### src/assert_macros.svh
// assertion macros used by the relay controller top-level file
// no dependencies; expects clk_i and rst_ni in scope for the default form
`ifndef ASSERT_MACROS_SVH
`define ASSERT_MACROS_SVH

// concurrent assertion on an explicit clock and active-low reset
`define VRAC_ASSERT_CLK(lbl, clk, rst_n, prop) \
  lbl: assert property (@(posedge clk) disable iff (!rst_n) prop) \
    else $error("relay control assertion failed");

// concurrent assertion on the block clock and reset
`define VRAC_ASSERT(lbl, prop) \
  `VRAC_ASSERT_CLK(lbl, clk_i, rst_ni, prop)

`endif

### src/vrac_pkg.sv
// types, constants and register codes of the voltage relay controller
// no dependencies; used by every module of the block

package vrac_pkg;

  // decision history depth
  localparam int unsigned HistDepth = 4;

  // configuration port
  localparam int unsigned CfgIdxW  = 2;
  localparam int unsigned CfgDataW = 16;

  // register indexes
  localparam logic [CfgIdxW-1:0] REG_MODE      = 2'd0;
  localparam logic [CfgIdxW-1:0] REG_THRESHOLD = 2'd1;
  localparam logic [CfgIdxW-1:0] REG_HOLD      = 2'd2;

  // register reset values
  localparam logic [15:0] ThresholdReset = 16'(858 * 4);
  localparam logic [7:0]  HoldReset      = 8'd90;

  // relay modes
  typedef enum logic [1:0] {
    MODE_OFF  = 2'd0,
    MODE_ON   = 2'd1,
    MODE_AUTO = 2'd2
  } relay_mode_e;

  // history entry codes
  typedef enum logic [1:0] {
    HIST_OFF   = 2'd0,
    HIST_ON    = 2'd1,
    HIST_EMPTY = 2'd2
  } hist_code_e;

  // input transaction
  typedef struct packed {
    logic [31:0] now_sec;
    logic [15:0] voltage;
  } in_item_t;

  // result transaction
  typedef struct packed {
    logic relay_drive;
    logic reported_state;
    logic auto_decision;
    logic switched;
  } out_item_t;

  // live register values
  typedef struct packed {
    relay_mode_e mode;
    logic [15:0] on_threshold;
    logic [7:0]  hold_seconds;
  } cfg_t;

  // side effects of a register write on the controller state
  typedef struct packed {
    logic hist_clr;
    logic force_drive;
    logic force_val;
  } cfg_evt_t;

endpackage

### src/vrac_cfg_regs.sv
// configuration registers: mode, on threshold and hold time
// depends on vrac_pkg

module vrac_cfg_regs (
  input  logic                          clk_i,
  input  logic                          rst_ni,
  input  logic                          cfg_we_i,
  input  logic [vrac_pkg::CfgIdxW-1:0]  cfg_index_i,
  input  logic [vrac_pkg::CfgDataW-1:0] cfg_wdata_i,
  output vrac_pkg::cfg_t                cfg_o,
  output vrac_pkg::cfg_evt_t            evt_o
);

  vrac_pkg::cfg_t     cfg_q, cfg_d;
  vrac_pkg::cfg_evt_t evt;

  // decode a write into new register values and state events
  always_comb begin
    cfg_d = cfg_q;
    evt   = '0;
    if (cfg_we_i) begin
      case (cfg_index_i)
        vrac_pkg::REG_MODE: begin
          case (cfg_wdata_i[1:0])
            vrac_pkg::MODE_AUTO: begin
              cfg_d.mode   = vrac_pkg::MODE_AUTO;
              evt.hist_clr = 1'b1;
            end
            vrac_pkg::MODE_ON: begin
              cfg_d.mode      = vrac_pkg::MODE_ON;
              evt.force_drive = 1'b1;
              evt.force_val   = 1'b1;
            end
            default: begin
              // off and the unused code both force the relay off
              cfg_d.mode      = vrac_pkg::MODE_OFF;
              evt.force_drive = 1'b1;
              evt.force_val   = 1'b0;
            end
          endcase
        end
        vrac_pkg::REG_THRESHOLD: begin
          cfg_d.on_threshold = cfg_wdata_i[15:0];
          evt.hist_clr       = 1'b1;
        end
        vrac_pkg::REG_HOLD: begin
          cfg_d.hold_seconds = cfg_wdata_i[7:0];
        end
        default: begin
          // index beyond the register list is ignored
        end
      endcase
    end
  end

  // register storage
  always_ff @(posedge clk_i or negedge rst_ni) begin
    if (!rst_ni) begin
      cfg_q.mode         <= vrac_pkg::MODE_OFF;
      cfg_q.on_threshold <= vrac_pkg::ThresholdReset;
      cfg_q.hold_seconds <= vrac_pkg::HoldReset;
    end else begin
      cfg_q <= cfg_d;
    end
  end

  assign cfg_o = cfg_q;
  assign evt_o = evt;

endmodule

### src/vrac_core.sv
// controller state and single-pass tick logic: hold check, threshold
// decision, history consensus and relay switching; depends on vrac_pkg

module vrac_core (
  input  logic                clk_i,
  input  logic                rst_ni,
  input  logic                step_i,
  input  vrac_pkg::in_item_t  item_i,
  input  vrac_pkg::cfg_t      cfg_i,
  input  vrac_pkg::cfg_evt_t  evt_i,
  output vrac_pkg::out_item_t res_o
);

  vrac_pkg::hist_code_e hist_q [vrac_pkg::HistDepth];
  vrac_pkg::hist_code_e hist_d [vrac_pkg::HistDepth];
  logic                 adopted_q, adopted_d;
  logic [31:0]          last_sw_q, last_sw_d;
  logic                 drive_q, drive_d;
  logic                 reported_d;

  logic                 holding;
  logic                 dec;
  vrac_pkg::hist_code_e dec_code;
  logic                 agree;
  logic                 adopt;
  logic                 sw;
  logic [31:0]          elapsed;

  // hold window after a switch while the adopted decision is on
  assign elapsed = item_i.now_sec - last_sw_q;
  assign holding = adopted_q && (elapsed < {24'd0, cfg_i.hold_seconds});

  // threshold decision
  assign dec      = (item_i.voltage >= cfg_i.on_threshold);
  assign dec_code = dec ? vrac_pkg::HIST_ON : vrac_pkg::HIST_OFF;

  // shifted history and consensus
  always_comb begin
    for (int i = 0; i < int'(vrac_pkg::HistDepth) - 1; i++) begin
      hist_d[i] = hist_q[i+1];
    end
    hist_d[vrac_pkg::HistDepth-1] = dec_code;
    agree = 1'b1;
    for (int i = 0; i < int'(vrac_pkg::HistDepth); i++) begin
      if (hist_d[i] != dec_code) agree = 1'b0;
    end
  end

  // adoption and relay switching; the reported state is the drive before the tick
  assign adopt      = !holding && agree;
  assign adopted_d  = adopt ? dec : adopted_q;
  assign sw         = adopt && (cfg_i.mode == vrac_pkg::MODE_AUTO) && (dec != drive_q);
  assign drive_d    = sw ? dec : drive_q;
  assign reported_d = drive_q;
  assign last_sw_d  = sw ? item_i.now_sec : last_sw_q;

  // result of this tick
  assign res_o.relay_drive    = drive_d;
  assign res_o.reported_state = reported_d;
  assign res_o.auto_decision  = adopted_d;
  assign res_o.switched       = sw;

  // state update: register writes, else a processed tick
  always_ff @(posedge clk_i or negedge rst_ni) begin
    if (!rst_ni) begin
      for (int i = 0; i < int'(vrac_pkg::HistDepth); i++) begin
        hist_q[i] <= vrac_pkg::HIST_EMPTY;
      end
      adopted_q <= 1'b0;
      last_sw_q <= '0;
      drive_q   <= 1'b0;
    end else if (evt_i.hist_clr || evt_i.force_drive) begin
      if (evt_i.hist_clr) begin
        for (int i = 0; i < int'(vrac_pkg::HistDepth); i++) begin
          hist_q[i] <= vrac_pkg::HIST_EMPTY;
        end
      end
      if (evt_i.force_drive) begin
        drive_q <= evt_i.force_val;
      end
    end else if (step_i) begin
      if (!holding) begin
        for (int i = 0; i < int'(vrac_pkg::HistDepth); i++) begin
          hist_q[i] <= hist_d[i];
        end
      end
      adopted_q <= adopted_d;
      last_sw_q <= last_sw_d;
      drive_q   <= drive_d;
    end
  end

endmodule

### src/voltage_relay_auto_control.sv
// top level of the voltage relay controller: input register, tick logic,
// result register; depends on vrac_pkg, vrac_cfg_regs, vrac_core

//  channel | signals                              | payload
//  --------+--------------------------------------+---------------------
//  in      | in_valid_i / in_ready_o              | in_item_i (now, volt)
//  out     | out_valid_o / out_ready_i            | out_item_o (4 flags)
//  config  | cfg_we_i, cfg_index_i, cfg_wdata_i   | one register a write
//
// a tick sits in the input register, then the whole decision runs in one
// pass and lands in the result register; out_valid_o rises when the tick
// moves from the input register into the result register.
// a new tick is taken every cycle unless the result register is held by
// out_ready_i low and the input register is full.
// reset clears all control state at once; no clearing pass.

`include "assert_macros.svh"

module voltage_relay_auto_control (
  input  logic                          clk_i,
  input  logic                          rst_ni,
  input  logic                          in_valid_i,
  output logic                          in_ready_o,
  input  vrac_pkg::in_item_t            in_item_i,
  output logic                          out_valid_o,
  input  logic                          out_ready_i,
  output vrac_pkg::out_item_t           out_item_o,
  input  logic                          cfg_we_i,
  input  logic [vrac_pkg::CfgIdxW-1:0]  cfg_index_i,
  input  logic [vrac_pkg::CfgDataW-1:0] cfg_wdata_i
);

  logic                in_valid_q;
  vrac_pkg::in_item_t  in_item_q;
  logic                out_valid_q;
  vrac_pkg::out_item_t out_item_q;
  logic                advance;
  vrac_pkg::cfg_t      cfg;
  vrac_pkg::cfg_evt_t  evt;
  vrac_pkg::out_item_t res;

  // handshake control
  assign advance    = in_valid_q && (!out_valid_q || out_ready_i);
  assign in_ready_o = !in_valid_q || advance;

  // registers
  vrac_cfg_regs u_cfg (
    .clk_i       (clk_i),
    .rst_ni      (rst_ni),
    .cfg_we_i    (cfg_we_i),
    .cfg_index_i (cfg_index_i),
    .cfg_wdata_i (cfg_wdata_i),
    .cfg_o       (cfg),
    .evt_o       (evt)
  );

  // tick logic and state
  vrac_core u_core (
    .clk_i  (clk_i),
    .rst_ni (rst_ni),
    .step_i (advance),
    .item_i (in_item_q),
    .cfg_i  (cfg),
    .evt_i  (evt),
    .res_o  (res)
  );

  // input register valid
  always_ff @(posedge clk_i or negedge rst_ni) begin
    if (!rst_ni) begin
      in_valid_q <= 1'b0;
    end else if (in_ready_o) begin
      in_valid_q <= in_valid_i;
    end
  end

  // input register payload
  always_ff @(posedge clk_i) begin
    if (in_valid_i && in_ready_o) begin
      in_item_q <= in_item_i;
    end
  end

  // result register valid
  always_ff @(posedge clk_i or negedge rst_ni) begin
    if (!rst_ni) begin
      out_valid_q <= 1'b0;
    end else if (advance) begin
      out_valid_q <= 1'b1;
    end else if (out_ready_i) begin
      out_valid_q <= 1'b0;
    end
  end

  // result register payload
  always_ff @(posedge clk_i) begin
    if (advance) begin
      out_item_q <= res;
    end
  end

  assign out_valid_o = out_valid_q;
  assign out_item_o  = out_item_q;

  // checks
  `VRAC_ASSERT(a_sw_only_auto, advance && res.switched |-> cfg.mode == vrac_pkg::MODE_AUTO)
  `VRAC_ASSERT(a_sw_marks_change, advance |-> res.switched == (res.relay_drive ^ res.reported_state))
  `VRAC_ASSERT(a_empty_takes, !in_valid_q |-> in_ready_o)
  `VRAC_ASSERT(a_result_held, out_valid_q && !out_ready_i |=> out_valid_q && $stable(out_item_q))

endmodule

### config.mk
export PLATFORM = sky130hd
export DESIGN_NAME = voltage_relay_auto_control
export DESIGN_NICKNAME = d
export VERILOG_FILES = /design/src/vrac_pkg.sv /design/src/vrac_cfg_regs.sv /design/src/vrac_core.sv /design/src/voltage_relay_auto_control.sv
export VERILOG_INCLUDE_DIRS = /design/src /design/src/src
export SDC_FILE = /design/constraint.sdc
export NUM_CORES = 1
export LEC_CHECK = 0
export ABC_CLOCK_PERIOD_IN_PS = 3750
export BUFFER_PORTS_ARGS = -buffer_cell sky130_fd_sc_hd__clkbuf_2
export CAP_MARGIN = 0
export CORE_ASPECT_RATIO = 0.8
export CORE_UTILIZATION = 45
export CTS_CLUSTER_DIAMETER = 40
export DETAILED_ROUTE_END_ITERATION = 10
export PLACE_DENSITY = 0.66
export SKIP_LAST_GASP = 1
export SYNTH_ARGS = -nofsm -noshare
export SYNTH_HDL_FRONTEND = slang
export SYNTH_SLANG_ARGS = --single-unit
### constraint.sdc
create_clock -name clk_i -period 3.75 [get_ports clk_i]
set_clock_uncertainty 0.15 [all_clocks]
set_input_delay 0.1875 -clock clk_i [delete_from_list [all_inputs] [get_ports clk_i]]
set_output_delay 0.1875 -clock clk_i [all_outputs]
set_load 0.01 [all_outputs]
==> results.txt <==
run status = finished, violations left
failing checks = negative setup slack
post-synthesis cell type count = 76
count of flip-flops with a built-in enable after synthesis = 52
fillers = 1219
synthesized net count = 801
signed area change from the synthesized netlist to the final layout = 37.9%
internal power summed over all cells = 2.95 mW
number of antenna violations at the first check in global routing = 0
RSZ-0062 raised after global routing = true
CTS Buf Count = 17
final global-route overflow total = 0
final count of pins violating max slew = 0
gate count of the mapped netlist = 675
parity-gate share of the synthesized area counting xor and xnor cells = 1.19%
CTS root buf = sky130_fd_sc_hd__clkbuf_16
htree depth = 4
gpl congestion = 0.921
Ports = 77
multiplexer share of the synthesized area = 11.1%
Setup WS pre-CTS = -0.395 ns
simple logic cell fraction of the synthesized area = 13.5%
worst reg2reg path depth = 17
portion of synthesized cell area occupied by the leading cell type = 21.2%
met3 Usage GRT = 5.45%
total of endpoints with negative setup slack in the final report = 43
total detailed-routing wirelength = 19.6 mm
total chip power = 4.07 mW
hold-critical path endpoint = u_core.hist_d[5]
stage delay of the slowest cell on the critical path = 0.36 ns
Compound-Gate Fraction of Synth Area = 15.3%
number of routed nets with antenna violations = 0
Hold Path Class = in2reg
first-pass iteration count of the detailed router = 5
maximum achievable frequency = 247 MHz
Std-Cell Rows = 41
Period Utilization, post-route = 108%
data required time of the critical path = 3.94 ns
combinational family with the most area after synthesis = compound AO/OA/AOI/OAI gates
Iter 0 DRT Violations = 395
number of port buffers = 76
Hold Violations, Final = 0
power density normalized to cell area = 402 nW/um^2
biggest area consumer among synthesized cells = sky130_fd_sc_hd__edfxtp_1
TritonCTS sink count = 120
horizontal extent of the die = 145 um
pin count of the biggest net entering global routing = 39
post-route DRC violation count = 0
HP Start = cfg_index_i[1]
Vias/cell = 5.35
startpoint of the worst register-to-register path = in_item_q[16]
number of buffers on the longest clock path = 2
net switching power of the design = 1.12 mW
most numerous cell in the Yosys netlist = sky130_fd_sc_hd__inv_1
slew at the pin closest to its max-slew limit = 0.824 ns
portion of total power attributed to the clock network = 41.2%
total global routing track utilization = 24.7%
met1 routing resource usage after global routing = 34.9%
total via count in the routed design = 6134
total core area = 15900 sq um
Hold Path Cell Cnt = 4
peak supply drop = 0.299 mV
Synth Area in Adders = 9.46%
smallest setup slack after layout = -0.293 ns
cell chain of the critical path = inv_1 -> ha_2 -> fa_2 -> nand2b_4 -> a21oi_4 -> o31ai_1 -> buf_4 -> buf_4 -> a31o_1 -> and2_1 -> o311a_1 -> nor4_2 -> buf_4 -> o2111a_2 -> buf_6 -> mux2_2 -> nor3_2
leakage power = 4.34 nW
floorplan die area = 16900 sq um
antenna diode count = 0
Most used DFF post-synth = sky130_fd_sc_hd__dfrtp_1
clock insertion delay at the later pin of the skew report = 0.42 ns
Final #Nets = 1044
mean area per synthesized cell = 10.9 sq um
Starting Density = 46.4%
Seq cells post-synth = 120
Die Y-Extent = 116 um
number of synthesis warnings = 0
Data arrival, critical path = 4.23 ns
Synth area leaders = sky130_fd_sc_hd__edfxtp_1 21%, sky130_fd_sc_hd__dfrtp_1 19%, sky130_fd_sc_hd__ha_1 9.2%, sky130_fd_sc_hd__mux2_4 5.9%, sky130_fd_sc_hd__dfstp_2 4.6%
Combinational Power Share = 19.9%
cell area after synthesis = 7350 sq um
share of layout cells above drive strength 1 = 35.9%
reg-to-reg slack, setup = -0.29 ns
Synth top cells by count = 63 x sky130_fd_sc_hd__inv_1, 55 x sky130_fd_sc_hd__dfrtp_1, 54 x sky130_fd_sc_hd__ha_1
max cap viols = 0
critical path startpoint category = flop
register area share after synthesis = 44.6%
GR met2 Demand/Resource = 38.2%
worst relative slew slack = 45.1%
cell repeated most along the worst path = sky130_fd_sc_hd__buf_4
drt wl/cell = 17.1 um
switching share of power = 27.4%
clock period minus final worst setup slack = 4.04 ns
Seq pwr share = 38.9%
worst-path fanout max = 4
fraction of synthesis flops using an asynchronous set or reset pin = 56.7%
Setup CP Type = reg2reg
number of global-route vias before repair = 6115
category of the worst setup path capture point = flop
final core utilization = 63.9%
Reg2Reg Capture Point = u_core.hist_d[7]
TritonCTS clock tree = yes
total half-perimeter wirelength after legalization and detailed placement = 13.9 mm
clock-pin slew of the registers on the worst-case setup and hold paths = 0.06 ns
standard cell with the maximum stage delay on the critical path = sky130_fd_sc_hd__o311a_1
first-pass GRT wire length = 31.1 mm
most heavily used metal layer in global routing = met2
==> cell families (layout without fill, tap and decap cells) <==
kind of cell,after synthesis,after routing
simple gates,185,185
compound gates,159,159
flops,120,120
buf+inv,83,339
mux,63,63
fa+ha+maj,55,55
xor+xnor,10,10
==> critical path, delay by kind of cell (launching register included) <==
kind,cells,cell delay (ns)
fa+ha+maj,2,0.54
simple gates,4,0.82
buf+inv,5,0.63
mux,1,0.35
compound gates,5,1.13
flops,1,0.34
==> flip-flops by register name, indices dropped and copies added (netlist names) <==
register,cells
in_item_q,48
u_core.last_sw_q,32
u_cfg.cfg_o,26
u_core.hist_d,6
out_item_o,4
in_valid_q,1
out_valid_o,1
u_core.adopted_q,1
u_core.drive_q,1
==> how the worst max path moves through the flow <==
stage | cells past startpoint | to | startpoint
2_1_floorplan | 20 | u_core.last_sw_q[10] | in_item_q[16]
3_3_place_gp | 20 | out_item_o[3] | in_item_q[16]
3_5_place_dp | 20 | out_item_o[3] | in_item_q[16]
4_1_cts | 19 | u_core.hist_d[7] | in_item_q[16]
5_1_grt | 19 | u_core.hist_d[7] | in_item_q[16]
6_report | 17 | u_core.hist_d[7] | in_item_q[16]
==> final cells by class <==
class	instances	area, sq um	share of cell area (%)
repair buffers	244	1880	18.6
flip-flops and latches	120	3280	32.4
multi-input cells	472	3870	38.1
clock inverters	15	175	1.73
inverters	63	236	2.33
well taps	215	269	2.65
clock buffers	17	425	4.20
==> through the flow <==
step	instance area (sq um)	hold WS, ns	cells	TNS (ns)
after floorplan	7360	-0.258	675	0
after global placement	8630	0.163	1038	-11.91
after detailed placement	8630	0.165	1038	-12.71
after CTS	10000	0.0623	1145	-10.35
after global routing	10100	0.0865	1146	-17.16
final	10100	0.0635	1146	-9.47
==> repair_timing <==
action,in CTS,in global routing
hold buffers,69,0
cloned,1,0
hold endpoints to repair,103,0
setup endpoints to repair,43,43
pin swaps,20,10
buffers inserted,5,1
resized for setup,16,17
==> cells in the final DEF (no fill, tap or decap), types with 5 or more instances in the layout <==
cell                            netlist  layout
sky130_fd_sc_hd__nand3_1             17      17
sky130_fd_sc_hd__clkbuf_2             1      75
sky130_fd_sc_hd__or3_1                7       7
sky130_fd_sc_hd__buf_4                3      92
sky130_fd_sc_hd__nand3b_1             7       7
sky130_fd_sc_hd__nand2b_1            13      12
sky130_fd_sc_hd__xnor2_1              7       7
sky130_fd_sc_hd__o21a_1              12      12
sky130_fd_sc_hd__a21oi_1             40      36
sky130_fd_sc_hd__dfstp_2             13      13
sky130_fd_sc_hd__a21oi_2              4       7
sky130_fd_sc_hd__edfxtp_1            52      52
sky130_fd_sc_hd__inv_1               63      63
sky130_fd_sc_hd__nor2_1              27      25
sky130_fd_sc_hd__ha_1                54      49
sky130_fd_sc_hd__dfrtp_1             55      55
sky130_fd_sc_hd__o21ai_0             29      29
sky130_fd_sc_hd__dlygate4sd3_1        0      69
sky130_fd_sc_hd__clkbuf_16            0      17
sky130_fd_sc_hd__ha_2                 0       5
sky130_fd_sc_hd__nor3_1              20      16
sky130_fd_sc_hd__a21o_1              11      11
sky130_fd_sc_hd__nand4_1             13      13
sky130_fd_sc_hd__mux2_4              29      29
sky130_fd_sc_hd__mux2_2              30      30
sky130_fd_sc_hd__nand2_1             43      43
==> power by group through the flow <==
stage	Combinational [mW]	Sequential [mW]	Clock, mW
finish	0.812	1.58	1.68
global placement	0.691	1.60	0
CTS	0.788	1.58	1.71
global route	0.896	1.60	1.76
floorplan	0.436	1.58	0
detailed placement	0.711	1.60	0
==> metal layers <==
metal | routed length, um | vias to the layer above
li1 | - | 2992
met1 | 9480 | 2947
met2 | 8750 | 175
met3 | 1120 | 20
met4 | 235 | 0
met5 | 0 | -
No activity file was read; power rests on OpenSTA's default activity.
